==> config.mk <==
export PLATFORM = sky130hd
export DESIGN_NAME = cpio_newc_name_lister_top_flat
export DESIGN_NICKNAME = d
export VERILOG_FILES = /design/src/hdl/cnl_pkg.sv /design/src/hdl/cnl_in_if.sv /design/src/hdl/cnl_out_if.sv /design/src/hdl/cpio_newc_name_lister_top.sv /design/src/flat_wrapper.sv
export SDC_FILE = /design/constraint.sdc
export NUM_CORES = 1
export LEC_CHECK = 0
export ABC_AREA = 1
export BUFFER_PORTS_ARGS = -buffer_cell sky130_fd_sc_hd__clkbuf_2
export CAP_MARGIN = 15
export CORE_MARGIN = 1
export CORE_UTILIZATION = 40
export CTS_BUF_LIST = sky130_fd_sc_hd__clkbuf_16
export DETAILED_ROUTE_END_ITERATION = 8
export GPL_ROUTABILITY_DRIVEN = 0
export PLACE_DENSITY = 0.58
export SETUP_SLACK_MARGIN = 0.3
export SYNTH_ARGS = -nofsm -noshare
export SYNTH_HDL_FRONTEND = slang
export SYNTH_SLANG_ARGS = --single-unit
==> constraint.sdc <==
create_clock -name i_clk -period 5.6 [get_ports i_clk]
set_clock_uncertainty 0.05 [all_clocks]
set_input_delay 0.28 -clock i_clk [delete_from_list [all_inputs] [get_ports i_clk]]
set_output_delay 0.28 -clock i_clk [all_outputs]
set_load 0.1 [all_outputs]
==> src/hdl/cnl_pkg.sv <==
// types, constants and character tables shared by the cpio name lister
package cnl_pkg;

    typedef enum logic [2:0] {
        PH_HEADER,
        PH_NAME,
        PH_NAME_PAD,
        PH_DATA,
        PH_DATA_PAD,
        PH_DONE
    } t_phase;

    localparam logic [1:0] KIND_NAME  = 2'd0;
    localparam logic [1:0] KIND_END   = 2'd1;
    localparam logic [1:0] KIND_ERROR = 2'd2;

    localparam logic [6:0] MAGIC_LEN       = 7'd6;
    localparam logic [6:0] FSIZE_FIRST_POS = 7'd54;
    localparam logic [6:0] FSIZE_LAST_POS  = 7'd61;
    localparam logic [6:0] NSIZE_FIRST_POS = 7'd94;
    localparam logic [6:0] NSIZE_LAST_POS  = 7'd101;
    localparam logic [6:0] HDR_LAST_POS    = 7'd109;
    localparam logic [3:0] TRAILER_LEN     = 4'd10;
    localparam logic [3:0] NAME_IDX_SAT    = 4'd11;

    typedef struct packed {
        logic [3:0] held_cnt;
        logic       held_last;
        logic       tail_valid;
        logic [1:0] tail_kind;
        logic [7:0] tail_char;
        logic       tail_last;
    } t_burst;

    function automatic logic [7:0] magic_char(input logic [2:0] idx);
        logic [7:0] c;
        case (idx)
            3'd0: c = "0";
            3'd1: c = "7";
            3'd2: c = "0";
            3'd3: c = "7";
            3'd4: c = "0";
            3'd5: c = "1";
            default: c = 8'h00;
        endcase
        return c;
    endfunction

    function automatic logic [7:0] trailer_char(input logic [3:0] idx);
        logic [7:0] c;
        case (idx)
            4'd0: c = "T";
            4'd1: c = "R";
            4'd2: c = "A";
            4'd3: c = "I";
            4'd4: c = "L";
            4'd5: c = "E";
            4'd6: c = "R";
            4'd7: c = "!";
            4'd8: c = "!";
            4'd9: c = "!";
            default: c = 8'h00;
        endcase
        return c;
    endfunction

    function automatic logic [3:0] hex_digit(input logic [7:0] b);
        logic [7:0] d;
        d = 8'h00;
        if (b >= "0" && b <= "9") begin
            d = b - 8'h30;
        end else if (b >= "a" && b <= "f") begin
            d = b - 8'h57;
        end else if (b >= "A" && b <= "F") begin
            d = b - 8'h37;
        end
        return d[3:0];
    endfunction

endpackage

==> src/hdl/cnl_in_if.sv <==
// archive byte channel
interface cnl_in_if;
    logic       valid;
    logic       ready;
    logic [7:0] archive_byte;

    modport source (output valid, output archive_byte, input ready);
    modport sink (input valid, input archive_byte, output ready);
endinterface

==> src/hdl/cnl_out_if.sv <==
// result channel: name characters and end or error markers
interface cnl_out_if;
    logic       valid;
    logic       ready;
    logic [1:0] kind;
    logic [7:0] name_char;
    logic       last_char;

    modport source (output valid, output kind, output name_char, output last_char, input ready);
    modport sink (input valid, input kind, input name_char, input last_char, output ready);
endinterface

==> src/hdl/cpio_newc_name_lister_top.sv <==
// Lists the entry names of a newc cpio archive fed one byte per transaction from offset 0.
// A byte that gives results loads them into a result register, which drains one result per
// cycle while the receiver is ready. A byte that ends a held "TRAILER!!!" prefix may give up
// to eleven results. Input is held off while the result register holds results that do not
// all leave in the current cycle; otherwise a byte is taken every cycle that input is valid.
// After an end or magic error result every byte is accepted and dropped until reset. Name
// characters come without the terminator, the last one flagged with last_char.
module cpio_newc_name_lister_top (
    input  logic          i_clk,
    input  logic          i_rst_n,
    cnl_in_if.sink        i_in,
    cnl_out_if.source     o_out
);

    cnl_pkg::t_phase r_phase, n_phase;
    logic [6:0]      r_pos, n_pos;
    logic [31:0]     r_name_len, n_name_len;
    logic [31:0]     r_data_len, n_data_len;
    logic [31:0]     r_left, n_left;
    logic [1:0]      r_off, n_off;
    logic [3:0]      r_match, n_match;
    logic [3:0]      r_name_idx, n_name_idx;

    logic            r_busy;
    cnl_pkg::t_burst r_burst, n_burst;
    logic [3:0]      r_idx;
    logic            n_emit;

    logic [1:0]      off_n;
    logic [7:0]      in_byte;
    logic            in_fire;
    logic            out_fire;
    logic            cur_held;
    logic            cur_final;
    logic            burst_done;

    assign in_byte = i_in.archive_byte;
    assign off_n   = r_off + 2'd1;
    assign in_fire = i_in.valid & i_in.ready;

    // output side of the result register
    assign cur_held   = r_idx < r_burst.held_cnt;
    assign cur_final  = cur_held ? (!r_burst.tail_valid && r_idx == r_burst.held_cnt - 4'd1)
                                 : 1'b1;
    assign out_fire   = r_busy & o_out.ready;
    assign burst_done = out_fire & cur_final;

    assign i_in.ready      = !r_busy || burst_done;
    assign o_out.valid     = r_busy;
    assign o_out.kind      = cur_held ? cnl_pkg::KIND_NAME : r_burst.tail_kind;
    assign o_out.name_char = cur_held ? cnl_pkg::trailer_char(r_idx) : r_burst.tail_char;
    assign o_out.last_char = cur_held ? (r_burst.held_last && r_idx == r_burst.held_cnt - 4'd1)
                                      : r_burst.tail_last;

    always_comb begin
        n_phase    = r_phase;
        n_pos      = r_pos;
        n_name_len = r_name_len;
        n_data_len = r_data_len;
        n_left     = r_left;
        n_off      = r_off;
        n_match    = r_match;
        n_name_idx = r_name_idx;
        n_burst    = '0;
        n_emit     = 1'b0;

        if (in_fire && r_phase != cnl_pkg::PH_DONE) begin
            n_off = off_n;
            case (r_phase)
                cnl_pkg::PH_HEADER: begin
                    if (r_pos < cnl_pkg::MAGIC_LEN &&
                        in_byte != cnl_pkg::magic_char(r_pos[2:0])) begin
                        n_phase           = cnl_pkg::PH_DONE;
                        n_burst.tail_valid = 1'b1;
                        n_burst.tail_kind  = cnl_pkg::KIND_ERROR;
                        n_emit            = 1'b1;
                    end else begin
                        if (r_pos >= cnl_pkg::FSIZE_FIRST_POS &&
                            r_pos <= cnl_pkg::FSIZE_LAST_POS) begin
                            n_data_len = {r_data_len[27:0], cnl_pkg::hex_digit(in_byte)};
                        end
                        if (r_pos >= cnl_pkg::NSIZE_FIRST_POS &&
                            r_pos <= cnl_pkg::NSIZE_LAST_POS) begin
                            n_name_len = {r_name_len[27:0], cnl_pkg::hex_digit(in_byte)};
                        end
                        if (r_pos == cnl_pkg::HDR_LAST_POS) begin
                            n_pos      = 7'd0;
                            n_match    = 4'd0;
                            n_name_idx = 4'd0;
                            if (r_name_len != 32'd0) begin
                                n_phase = cnl_pkg::PH_NAME;
                                n_left  = r_name_len;
                            end else if (off_n != 2'd0) begin
                                n_phase = cnl_pkg::PH_NAME_PAD;
                            end else if (r_data_len != 32'd0) begin
                                n_phase = cnl_pkg::PH_DATA;
                                n_left  = r_data_len;
                            end else begin
                                n_phase = cnl_pkg::PH_HEADER;
                            end
                        end else begin
                            n_pos = r_pos + 7'd1;
                        end
                    end
                end
                cnl_pkg::PH_NAME: begin
                    if (r_name_idx == cnl_pkg::TRAILER_LEN && r_match == cnl_pkg::TRAILER_LEN &&
                        in_byte == 8'h00) begin
                        n_phase            = cnl_pkg::PH_DONE;
                        n_match            = 4'd0;
                        n_burst.tail_valid = 1'b1;
                        n_burst.tail_kind  = cnl_pkg::KIND_END;
                        n_emit             = 1'b1;
                    end else begin
                        if (r_left >= 32'd2) begin
                            if (r_name_idx < cnl_pkg::TRAILER_LEN && r_match == r_name_idx &&
                                in_byte == cnl_pkg::trailer_char(r_name_idx)) begin
                                n_match = r_match + 4'd1;
                            end else begin
                                n_burst.held_cnt   = r_match;
                                n_burst.tail_valid = 1'b1;
                                n_burst.tail_kind  = cnl_pkg::KIND_NAME;
                                n_burst.tail_char  = in_byte;
                                n_burst.tail_last  = (r_left == 32'd2);
                                n_emit             = 1'b1;
                                n_match            = 4'd0;
                            end
                        end else begin
                            // terminator: release what is held, last one flagged
                            n_burst.held_cnt  = r_match;
                            n_burst.held_last = 1'b1;
                            n_emit            = (r_match != 4'd0);
                            n_match           = 4'd0;
                        end
                        n_left     = r_left - 32'd1;
                        n_name_idx = (r_name_idx == cnl_pkg::NAME_IDX_SAT) ? r_name_idx
                                                                           : r_name_idx + 4'd1;
                        if (r_left == 32'd1) begin
                            if (off_n != 2'd0) begin
                                n_phase = cnl_pkg::PH_NAME_PAD;
                            end else if (r_data_len != 32'd0) begin
                                n_phase = cnl_pkg::PH_DATA;
                                n_left  = r_data_len;
                            end else begin
                                n_phase = cnl_pkg::PH_HEADER;
                                n_pos   = 7'd0;
                            end
                        end
                    end
                end
                cnl_pkg::PH_NAME_PAD: begin
                    if (off_n == 2'd0) begin
                        if (r_data_len != 32'd0) begin
                            n_phase = cnl_pkg::PH_DATA;
                            n_left  = r_data_len;
                        end else begin
                            n_phase = cnl_pkg::PH_HEADER;
                            n_pos   = 7'd0;
                        end
                    end
                end
                cnl_pkg::PH_DATA: begin
                    n_left = r_left - 32'd1;
                    if (r_left == 32'd1) begin
                        if (off_n != 2'd0) begin
                            n_phase = cnl_pkg::PH_DATA_PAD;
                        end else begin
                            n_phase = cnl_pkg::PH_HEADER;
                            n_pos   = 7'd0;
                        end
                    end
                end
                cnl_pkg::PH_DATA_PAD: begin
                    if (off_n == 2'd0) begin
                        n_phase = cnl_pkg::PH_HEADER;
                        n_pos   = 7'd0;
                    end
                end
                default: begin
                    n_phase = r_phase;
                end
            endcase
        end
    end

    always_ff @(posedge i_clk) begin
        if (!i_rst_n) begin
            r_phase    <= cnl_pkg::PH_HEADER;
            r_pos      <= 7'd0;
            r_name_len <= 32'd0;
            r_data_len <= 32'd0;
            r_left     <= 32'd0;
            r_off      <= 2'd0;
            r_match    <= 4'd0;
            r_name_idx <= 4'd0;
            r_busy     <= 1'b0;
            r_idx      <= 4'd0;
        end else begin
            r_phase    <= n_phase;
            r_pos      <= n_pos;
            r_name_len <= n_name_len;
            r_data_len <= n_data_len;
            r_left     <= n_left;
            r_off      <= n_off;
            r_match    <= n_match;
            r_name_idx <= n_name_idx;
            if (in_fire && n_emit) begin
                r_busy <= 1'b1;
                r_idx  <= 4'd0;
            end else if (burst_done) begin
                r_busy <= 1'b0;
            end else if (out_fire) begin
                r_idx <= r_idx + 4'd1;
            end
        end
    end

    // result payload
    always_ff @(posedge i_clk) begin
        if (in_fire && n_emit) begin
            r_burst <= n_burst;
        end
    end

endmodule

==> src/flat_wrapper.sv <==
// flat-port wrapper written by rule: the top's interface ports become plain ports
module cpio_newc_name_lister_top_flat 
  (i_clk, i_rst_n, i_in_valid, i_in_archive_byte, i_in_ready, o_out_valid, o_out_kind, o_out_name_char, o_out_last_char, o_out_ready);
  cnl_in_if i_in_i ();
  cnl_out_if o_out_i ();
  input  logic i_clk;
  input  logic i_rst_n;
  input wire logic [$bits(i_in_i.valid)-1:0] i_in_valid;
  input wire logic [$bits(i_in_i.archive_byte)-1:0] i_in_archive_byte;
  output wire logic [$bits(i_in_i.ready)-1:0] i_in_ready;
  output wire logic [$bits(o_out_i.valid)-1:0] o_out_valid;
  output wire logic [$bits(o_out_i.kind)-1:0] o_out_kind;
  output wire logic [$bits(o_out_i.name_char)-1:0] o_out_name_char;
  output wire logic [$bits(o_out_i.last_char)-1:0] o_out_last_char;
  input wire logic [$bits(o_out_i.ready)-1:0] o_out_ready;
  assign i_in_i.valid = i_in_valid;
  assign i_in_i.archive_byte = i_in_archive_byte;
  assign i_in_ready = i_in_i.ready;
  assign o_out_valid = o_out_i.valid;
  assign o_out_kind = o_out_i.kind;
  assign o_out_name_char = o_out_i.name_char;
  assign o_out_last_char = o_out_i.last_char;
  assign o_out_i.ready = o_out_ready;
  cpio_newc_name_lister_top u_core (.i_clk(i_clk), .i_rst_n(i_rst_n), .i_in(i_in_i), .o_out(o_out_i));
endmodule
==> flow_summary.yaml, run 1 <==
status:
  status: "finished clean"
logic_synthesis:
  synth_edf_count: 17
  synth_area_um2: 9580
  synth_cell_types: 51
  synth_seq_area_share_pct: 33.5
  synth_ff_type: "dfxtp_1"
  synth_fp_nets: 1470
  syn_inst: 1436
  syn_avg_cell_area_um2: 6.67
  ys_seq_elements: 152
  muxShareOfSynthArea_pct: 0.105
  yosys_warnings: 0
  post_synth_fa_ha_maj_area_fraction_pct: 2.87
  synthArstFlopShare_pct: 0
  synth_compound_area_share_pct: 20.0
  synthSimpleGateAreaFrac_pct: 30.2
  synth_top_family_by_area: "simple AND/OR/NAND/NOR gates"
  synth_xor_area_share_pct: 3.11
sta:
  slew_viol_final: 0
  finalHoldViolCount: 0
  min_period_ns: 3.50
  relSlewSlack_pct: 22.0
  setup_violations: 0
  rsz0062_at_grt: "false"
  fin_tns_setup_ns: 0
  worst_slew_pin_slew_ns: 1.17
  final.period_utilization_pct: 62.5
  fmax_mhz: 286
grt:
  grt_max_degree: 96
  antenna_found_initial: 2
  use_met3_pct: 4.29
  grt_pass1_wl_mm: 46.6
  grt_pass1_vias: 8712
  gr-usage-met1_pct: 34.3
  grt.overflow.total: 0
  grt_use_total_pct: 24.5
  grt_busiest_layer: "met2"
  use_met2_pct: 37.5
placed_design:
  hpwl_mm: 20.5
  io_buffers: 24
  dp_cells: 1733
power_and_ir_drop:
  ir_worst_vdd_uv: 275
  clkPwrFrac_pct: 21.1
  powerDensity_nw_per_um2: 544
  power_frac_comb_pct: 53.5
  swShare_pct: 49.2
  p_sw_mw: 2.82
  p_int_mw: 2.91
  p_leak_nw: 4.60
  pwr-share-seq_pct: 25.3
critical_path:
  start_kind: "flip-flop"
  critPathKind: "reg -> reg"
  crit_fanout: 21
  rr_worst_depth: 10
  worstPathRequired_ns: 5.92
  arrival_ns: 3.82
  endpoint_kind: "flip-flop"
clock_network:
  cts_setup_buffers: 0
  holdBufCountCts: 0
  cts_buffers: 17
  clk_pin_slew_ns: 0.07
  cts_root_buf: "clkbuf_16"
  cts_tree: "built"
  htreeDepth: 4
  clockBufferDepth: 2
  cts_resized: 0
  clock_latency_ns: 0.43
  cts.sinks: 152
worst_hold_path:
  hold_path_class: "in -> reg"
  holdPathStages: 3
detailed_routing:
  num_vias: 9485
  vias_per_cell: 5.37
  first_pass_iters: 5
  finalWirelength_mm: 29.3
  ant_nets: 0
  wl_per_cell_um: 16.6
  drt_iter0_drc: 676
  remaining_drc_errors: 0
job:
  cap_viol_max_count: 0
die:
  die_w_um: 157
  ios: 25
  fp-row-count: 56
  coreArea_um2: 23500
  die_y_um: 157
  start_util_pct: 40.8
  die_area_um2: 24600
final_layout:
  final_nets: 1468
  synthToLayoutAreaGrowth_pct: 9.74
  stdcell_count: 1766
  num-fill-cells: 2457
  drive_gt1_share_pct: 8.99
==> placed cells by master (no fill, tap or decap), types with 5 or more instances in the layout <==
master / count
buf_4: 11
edfxtp_1: 17
nor2_1: 172
o211ai_1: 19
o21a_1: 6
nand2_2: 8
nor2_2: 12
xnor2_1: 5
dfxtp_1: 135
xor2_1: 29
nor4_1: 14
ha_1: 22
o22ai_1: 5
a21oi_1: 143
o21ai_0: 153
nand3_2: 5
o21ai_1: 10
clkbuf_2: 24
nand4_1: 21
inv_1: 169
nand2_1: 260
inv_2: 15
nand3b_1: 8
clkbuf_16: 17
nor3_1: 28
nand3_1: 78
nor2_4: 6
==> flip-flops by register name, indices dropped and copies added, names as in the netlist, named ones only <==
signal / count
u_core.r_data_len: 32
u_core.r_left: 32
u_core.r_name_len: 32
u_core.r_burst: 17
u_core.r_pos: 7
u_core.r_idx: 4
u_core.r_match: 4
u_core.r_name_idx: 4
u_core.r_phase: 3
u_core.r_off: 2
u_core.o_out.valid: 1
==> routing by layer <==
metal  up-vias  share of wire [%]
li1       4755                  -
met1      4376                 48
met2       295                 43
met3        59                6.2
met4         0                2.5
met5         -                  0
==> stage by stage <==
stage / hold WS, ns / total power [mW] / area [um^2] / worst slack [ns] / util [%]
floorplan: 0.379 / 3.82 / 9580 / 2.05 / -
global placement: 0.402 / 4.47 / 9900 / 2.07 / 42.2
detailed placement: 0.412 / 4.48 / 9900 / 2.17 / 42.2
CTS: 0.168 / 5.71 / 10500 / 2.16 / 44.7
global route: 0.179 / 6.13 / 10500 / 1.84 / 44.8
finish: 0.168 / 5.72 / 10500 / 2.10 / 44.8
==> Yosys cell counts (all sizes together) (2+ instances only) <==
cell,n,area [um^2]
a211oi,3,27.5
a21oi,145,741
a22oi,3,22.5
a31oi,3,18.8
buf,24,150
clkbuf,32,120
clkinv,3,11.3
dfxtp,135,2700
edfxtp,17,510
ha,22,275
inv,183,687
nand2,270,1050
nand3,83,440
nand3b,8,60.1
nand4,23,174
nor2,191,806
nor3,33,203
nor4,16,130
o211ai,19,143
o21a,6,45.0
o21ai,164,825
o21bai,2,15.0
o221ai,2,17.5
o22ai,5,31.3
or2,4,25.0
xnor2,5,43.8
xor2,29,254
==> power groups by stage <==
stage	combinational, mW	clock [mW]	sequential (mW)
final	3.06	1.21	1.45
after floorplan	2.38	0	1.45
after detailed placement	3.01	0	1.47
after global placement	3.00	0	1.47
after global routing	3.39	1.27	1.47
after CTS	3.03	1.23	1.45
==> final cells by class <==
cell class              count  area, um^2  share of cell area [%]
diodes                      1        2.50                  0.0238
clock buffers              17         425                    4.05
clock inverters            14         171                    1.63
inverters                 186         698                    6.64
multi-input cells        1042        5400                    51.4
flip-flops and latches    152        3210                    30.6
well taps                 319         399                    3.80
repair buffers             35         203                    1.93
==> worst max-delay path, cell delays in order, from the launching register on <==
cell	delay, ns
dfxtp_1	0.36
nor4_1	0.57
nand3_1	0.20
nor2_2	0.86
buf_4	0.31
inv_1	0.31
a21oi_1	0.29
o21ai_0	0.18
nand3_1	0.17
nor2_1	0.05
nor2_1	0.09
==> final timing paths <==
| kind | start | to | slack, ns |
|---|---|---|---|
| min | i_in_archive_byte[7] | u_core.r_burst[8] | 0.17 |
| min reg2reg | u_core.r_off[1] | u_core.r_off[1] | 0.42 |
| max | u_core.r_name_len[2] | u_core.r_left[15] | 2.10 |
| max reg2reg | u_core.r_name_len[2] | u_core.r_left[15] | 2.10 |
==> logic make-up after synthesis <==
logic type,Yosys count
AO/OA/AOI/OAI,356
XOR/XNOR,34
adder cells (fa/ha/maj),22
buffers and inverters,242
flip-flops,152
multiplexers,1
AND/OR/NAND/NOR,629
Note: power is estimated with default switching activity, not from simulation.
==> inputs of run 2 (changes only) <==
- PLACE_DENSITY: 0.58 -> 0.6
- clock period: 5.6 -> 3.1 ns (I/O delays scaled with it)
==> run 2 against run 1 <==
- hold slack worse by 0.13 ns
- final cell count rose by 1.6%
- cell area grew 2.6%
- power up 80%
==> flow_summary.yaml, run 2 (synthesis results as in run 1) <==
status:
  status: "finished clean"
detailed_routing:
  vias_per_cell: 5.37
  first_pass_iters: 5
  drt_iter0_drc: 847
  wl_per_cell_um: 16.6
  num_vias: 9639
  ant_nets: 0
  finalWirelength_mm: 29.8
  remaining_drc_errors: 0
die:
  die_w_um: 157
  die_y_um: 157
  start_util_pct: 40.8
  coreArea_um2: 23500
  fp-row-count: 56
  die_area_um2: 24600
  ios: 25
sta:
  fin_tns_setup_ns: 0
  finalHoldViolCount: 0
  min_period_ns: 2.70
  setup_violations: 0
  rsz0062_at_grt: "true"
  relSlewSlack_pct: 34.5
  slew_viol_final: 0
  final.period_utilization_pct: 87.1
  fmax_mhz: 370
  worst_slew_pin_slew_ns: 0.982
final_layout:
  design_area_um2: 10800
  stdcell_count: 1794
  synthToLayoutAreaGrowth_pct: 12.6
  layout_commonest_cell: "nand2_1"
  final_cell_mix: "nand2_1 (258), nor2_1 (172), inv_1 (172)"
  num-fill-cells: 2393
  num_antenna_cells: 0
  final_nets: 1496
  top_regs: "u_core.r_data_len (32), u_core.r_left (32), u_core.r_name_len (32)"
  drive_gt1_share_pct: 10.8
critical_path:
  crit_slowest_cell: "edfxtp_1"
  critical_path.max_stage_delay_ns: 0.42
  start_kind: "flip-flop"
  worstPathRequired_ns: 3.42
  crit_chain: "inv_1, ha_1, a21oi_1, o21ai_0, nor2_2, nand3_2, nand2_4, nand4_4, nor4_4, buf_4, buf_6, o21ai_0, nor2_1"
  arrival_ns: 3.02
  crit_fanout: 27
  critPathKind: "reg -> reg"
  crit_top_cell: "o21ai_0"
  endpoint_kind: "flip-flop"
grt:
  grt.overflow.total: 0
  antenna_found_initial: 0
  grt_pass1_vias: 8741
  grt_use_total_pct: 24.3
  grt_max_degree: 55
  grt_pass1_wl_mm: 46.4
power_and_ir_drop:
  powerDensity_nw_per_um2: 956
  totalPowerFinal_mw: 10.3
  p_leak_nw: 4.75
  ir_worst_vdd_uv: 572
placed_design:
  hpwl_mm: 20.4
  io_buffers: 24
  dp_cells: 1750
  placed_cell_area_um2: 10100
clock_network:
  cts_root_buf: "clkbuf_16"
  clockBufferDepth: 2
  cts.sinks: 152
  clk_pin_slew_ns: 0.06
  cts_tree: "built"
  clock_latency_ns: 0.44
  cts_buffers: 17
  holdBufCountCts: 0
  htreeDepth: 4
job:
  cap_viol_max_count: 0
worst_hold_path:
  hold_path_class: "in -> reg"
-- run 2: changes by cell type in the layout (fill, tap and decap cells not counted), moves of 4 or more --
cell	change
buf_4	+19
clkbuf_2	-9
buf_2	+6
buf_6	+4
-- run 2: cell type report --
type,instances,area [um^2],share of cell area (%)
Clock buffer,18,450,4.17
Clock inverter,14,86.3,0.800
Inverter,186,706,6.54
Multi-Input combinational cell,1042,5430,50.3
Sequential cell,152,3210,29.8
Tap cell,319,399,3.70
Timing Repair Buffer,63,508,4.71
-- run 2: timing repair --
item | in CTS | in global routing
setup endpoints to repair | 0 | 72
setup buffers | 0 | 9
resized for setup | 0 | 26
-- run 2: stage by stage --
stage | utilization [%] | hold WS [ns] | setup WS (ns)
after global routing | 46.0 | 0.0868 | 0.232
after CTS | 45.2 | 0.0270 | 0.381
after global placement | 42.9 | 0.402 | 0.395
final | 46.0 | 0.0377 | 0.399
after detailed placement | 42.9 | 0.411 | 0.403
after floorplan | - | 0.321 | 0.163
-- run 2: layer usage --
layer | up-vias | track usage (%) | wire [um]
met1 | 4458 | 33.7 | 14000
met2 | 313 | 38.3 | 13200
met3 | 56 | 3.35 | 1910
met5 | - | 0 | 0
met4 | 0 | 8.40 | 730
li1 | 4812 | - | -
-- run 2: worst paths after layout --
| check | from | endpoint | slack [ns] | cells after the start |
|---|---|---|---|---|
| setup / recovery | u_core.r_burst[13] | u_core.r_name_len[1] | 0.40 | 13 |
| hold / removal | i_in_archive_byte[6] | u_core.r_burst[7] | 0.04 | 3 |
| setup reg to reg | u_core.r_burst[13] | u_core.r_name_len[1] | 0.40 | 13 |
| hold reg to reg | u_core.r_off[0] | u_core.r_off[0] | 0.41 | 1 |
-- run 2: power by group --
| part | total [mW] | internal [mW] | switching (mW) |
|---|---|---|---|
| clock network | 1.93 | 1.06 | 0.870 |
| registers | 2.62 | 2.33 | 0.281 |
| logic | 5.77 | 1.81 | 3.96 |
| total | 10.3 | 5.21 | 5.11 |
-- run 2: worst max-delay path: cells and delay by family, from the launching register on --
family	cells	cell delay [ns]
and+or+nand+nor	6	1.02
adders and majority gates	1	0.23
DFF	1	0.42
AOI/OAI and AO/OA	3	0.35
buffers and inverters	3	0.55
==> inputs of run 3 (changes only) <==
==> constraint.sdc (replaced) <==
create_clock -name i_clk -period 3.1 [get_ports i_clk]
set_clock_uncertainty 0.05 [all_clocks]
set_input_delay 0.62 -clock i_clk [delete_from_list [all_inputs] [get_ports i_clk]]
set_output_delay 0.62 -clock i_clk [all_outputs]
set_load 0.1 [all_outputs]
==> run 3 against run 2 <==
- non-clock buffer count is 6 lower
- largest cell class unchanged
- core utilization is 0.54 points higher
- clock power hardly changed
- count of clock-buffer cells in the layout is 1 lower
- cell area is 1.2% higher
- sequential power hardly changed
==> flow_summary.yaml, run 3 (synthesis results as in run 1) <==
detailed_routing:
  remaining_drc_errors: 0
  num_vias: 9641
  met2_length_mm: 13.1
  met3_length_mm: 1.72
  finalWirelength_mm: 29.3
  top_layer: "met4"
  vias_per_cell: 5.39
  wirelength_met1_mm: 13.8
  first_pass_iters: 5
  ant_nets: 0
  wl_per_cell_um: 16.4
  drt_iter0_drc: 820
power_and_ir_drop:
  ir_worst_vdd_uv: 555
  powerDensity_nw_per_um2: 973
  swShare_pct: 48.8
  totalPowerFinal_mw: 10.6
  p_leak_nw: 4.77
  pwr-share-seq_pct: 24.7
  power_frac_comb_pct: 56.9
  p_sw_mw: 5.18
  clkPwrFrac_pct: 18.4
  p_int_mw: 5.44
die:
  fp-row-count: 56
  die_y_um: 157
  ios: 25
  die_w_um: 157
  coreArea_um2: 23500
  die_area_um2: 24600
  start_util_pct: 40.8
final_layout:
  final_cell_mix: "nand2_1 (255), inv_1 (169), nor2_1 (168)"
  num_antenna_cells: 0
  synthToLayoutAreaGrowth_pct: 14.0
  final_nets: 1490
  fin_util_pct: 46.5
  stdcell_count: 1788
  design_area_um2: 10900
  drive_gt1_share_pct: 11.7
  layout_commonest_cell: "nand2_1"
  top_regs: "u_core.r_data_len (32), u_core.r_left (32), u_core.r_name_len (32)"
grt:
  antenna_found_initial: 0
  grt.overflow.total: 0
  grt_pass1_wl_mm: 46.8
  grt_use_total_pct: 24.6
  grt_pass1_vias: 8827
  grt_max_degree: 58
critical_path:
  crit_fanout: 3
  crit_chain: "ha_1, a21oi_2, o21ai_2, nor2_2, nand3_2, nand2_4, nand2_4, inv_4, buf_12"
  crit_start: "u_core.r_burst[13]"
  worstPathRequired_ns: 2.43
  crit_top_cell: "nand2_4"
  worst_r2r_startpoint: "u_core.r_burst[13]"
  path_delay_family: "simple AND/OR/NAND/NOR gates"
  arrival_ns: 2.02
  crit_buf_inv: 2
  crit_slowest_cell: "edfxtp_1"
  start_kind: "flip-flop"
  critPathKind: "reg -> out"
  critical_path.max_stage_delay_ns: 0.42
  endpoint_kind: "output port"
sta:
  setup_violations: 0
  fin_tns_setup_ns: 0
  rsz0062_at_grt: "false"
  slew_viol_final: 0
  relSlewSlack_pct: 53.9
  fmax_mhz: 372
  min_period_ns: 2.69
  final.period_utilization_pct: 86.8
  worst_slew_pin_slew_ns: 0.682
  finalHoldViolCount: 0
status:
  status: "finished clean"
clock_network:
  htreeDepth: 4
  cts_buffers: 17
  clock_latency_ns: 0.43
  cts_tree: "built"
  cts.sinks: 152
  holdBufCountCts: 0
  clk_pin_slew_ns: 0.06
  clockBufferDepth: 2
  cts_root_buf: "clkbuf_16"
placed_design:
  dp_cells: 1749
  hpwl_mm: 20.9
  io_buffers: 24
  placed_cell_area_um2: 10100
worst_hold_path:
  hold_path_class: "reg -> reg"
  holdCritStartpoint: "u_core.r_off[0]"
job:
  cap_viol_max_count: 0
## run 3: cell types whose count changed in the layout (fill, tap and decap cells not counted), sizes merged
cell	previous run	this run
clkinvlp	2	1
buf	43	44
inv	189	188
clkbuf	38	30
clkinv	9	11
bufinv	0	1
## run 3: per-stage QoR
step                      hold slack [ns]  setup slack (ns)
after floorplan                     0.379            0.0887
after global placement              0.403             0.201
after detailed placement            0.403             0.231
after CTS                           0.411             0.280
after global routing                0.435             0.269
final                               0.408             0.410
## run 3: layer usage
metal,up-vias,track usage [%]
met1,4452,34.2
met3,60,3.46
met4,0,9.62
met5,-,0
met2,325,38.1
li1,4804,-
## run 3: path summary, 6_finish.rpt
check / to / slack, ns / cells past startpoint
min: u_core.r_off[0] / 0.41 / 1
max: i_in_ready / 0.41 / 9
max reg2reg: u_core.r_data_len[21] / 0.46 / 13
min reg2reg: u_core.r_off[0] / 0.41 / 1
## run 3: repair_timing
action,4_1_cts,5_1_grt
endpoints found under the setup margin,21,101
gates cloned,0,0
pin swaps,2,9
resized for setup,28,38
setup buffers,1,6
## run 3: power groups by stage
stage	sequential (mW)	clock, mW	combinational (mW)
finish	2.63	1.95	6.05
global route	2.66	2.08	6.68
CTS	2.61	1.98	5.83
detailed placement	2.65	0	5.64
global placement	2.65	0	5.59
floorplan	2.62	0	4.30
## run 3: final cells by class
cell class	instances	area [um^2]
Clock buffer	17	425
Clock inverter	15	116
Fill cell	2437	12600
Inverter	186	706
Multi-Input combinational cell	1042	5470
Sequential cell	152	3220
Tap cell	319	399
Timing Repair Buffer	57	584
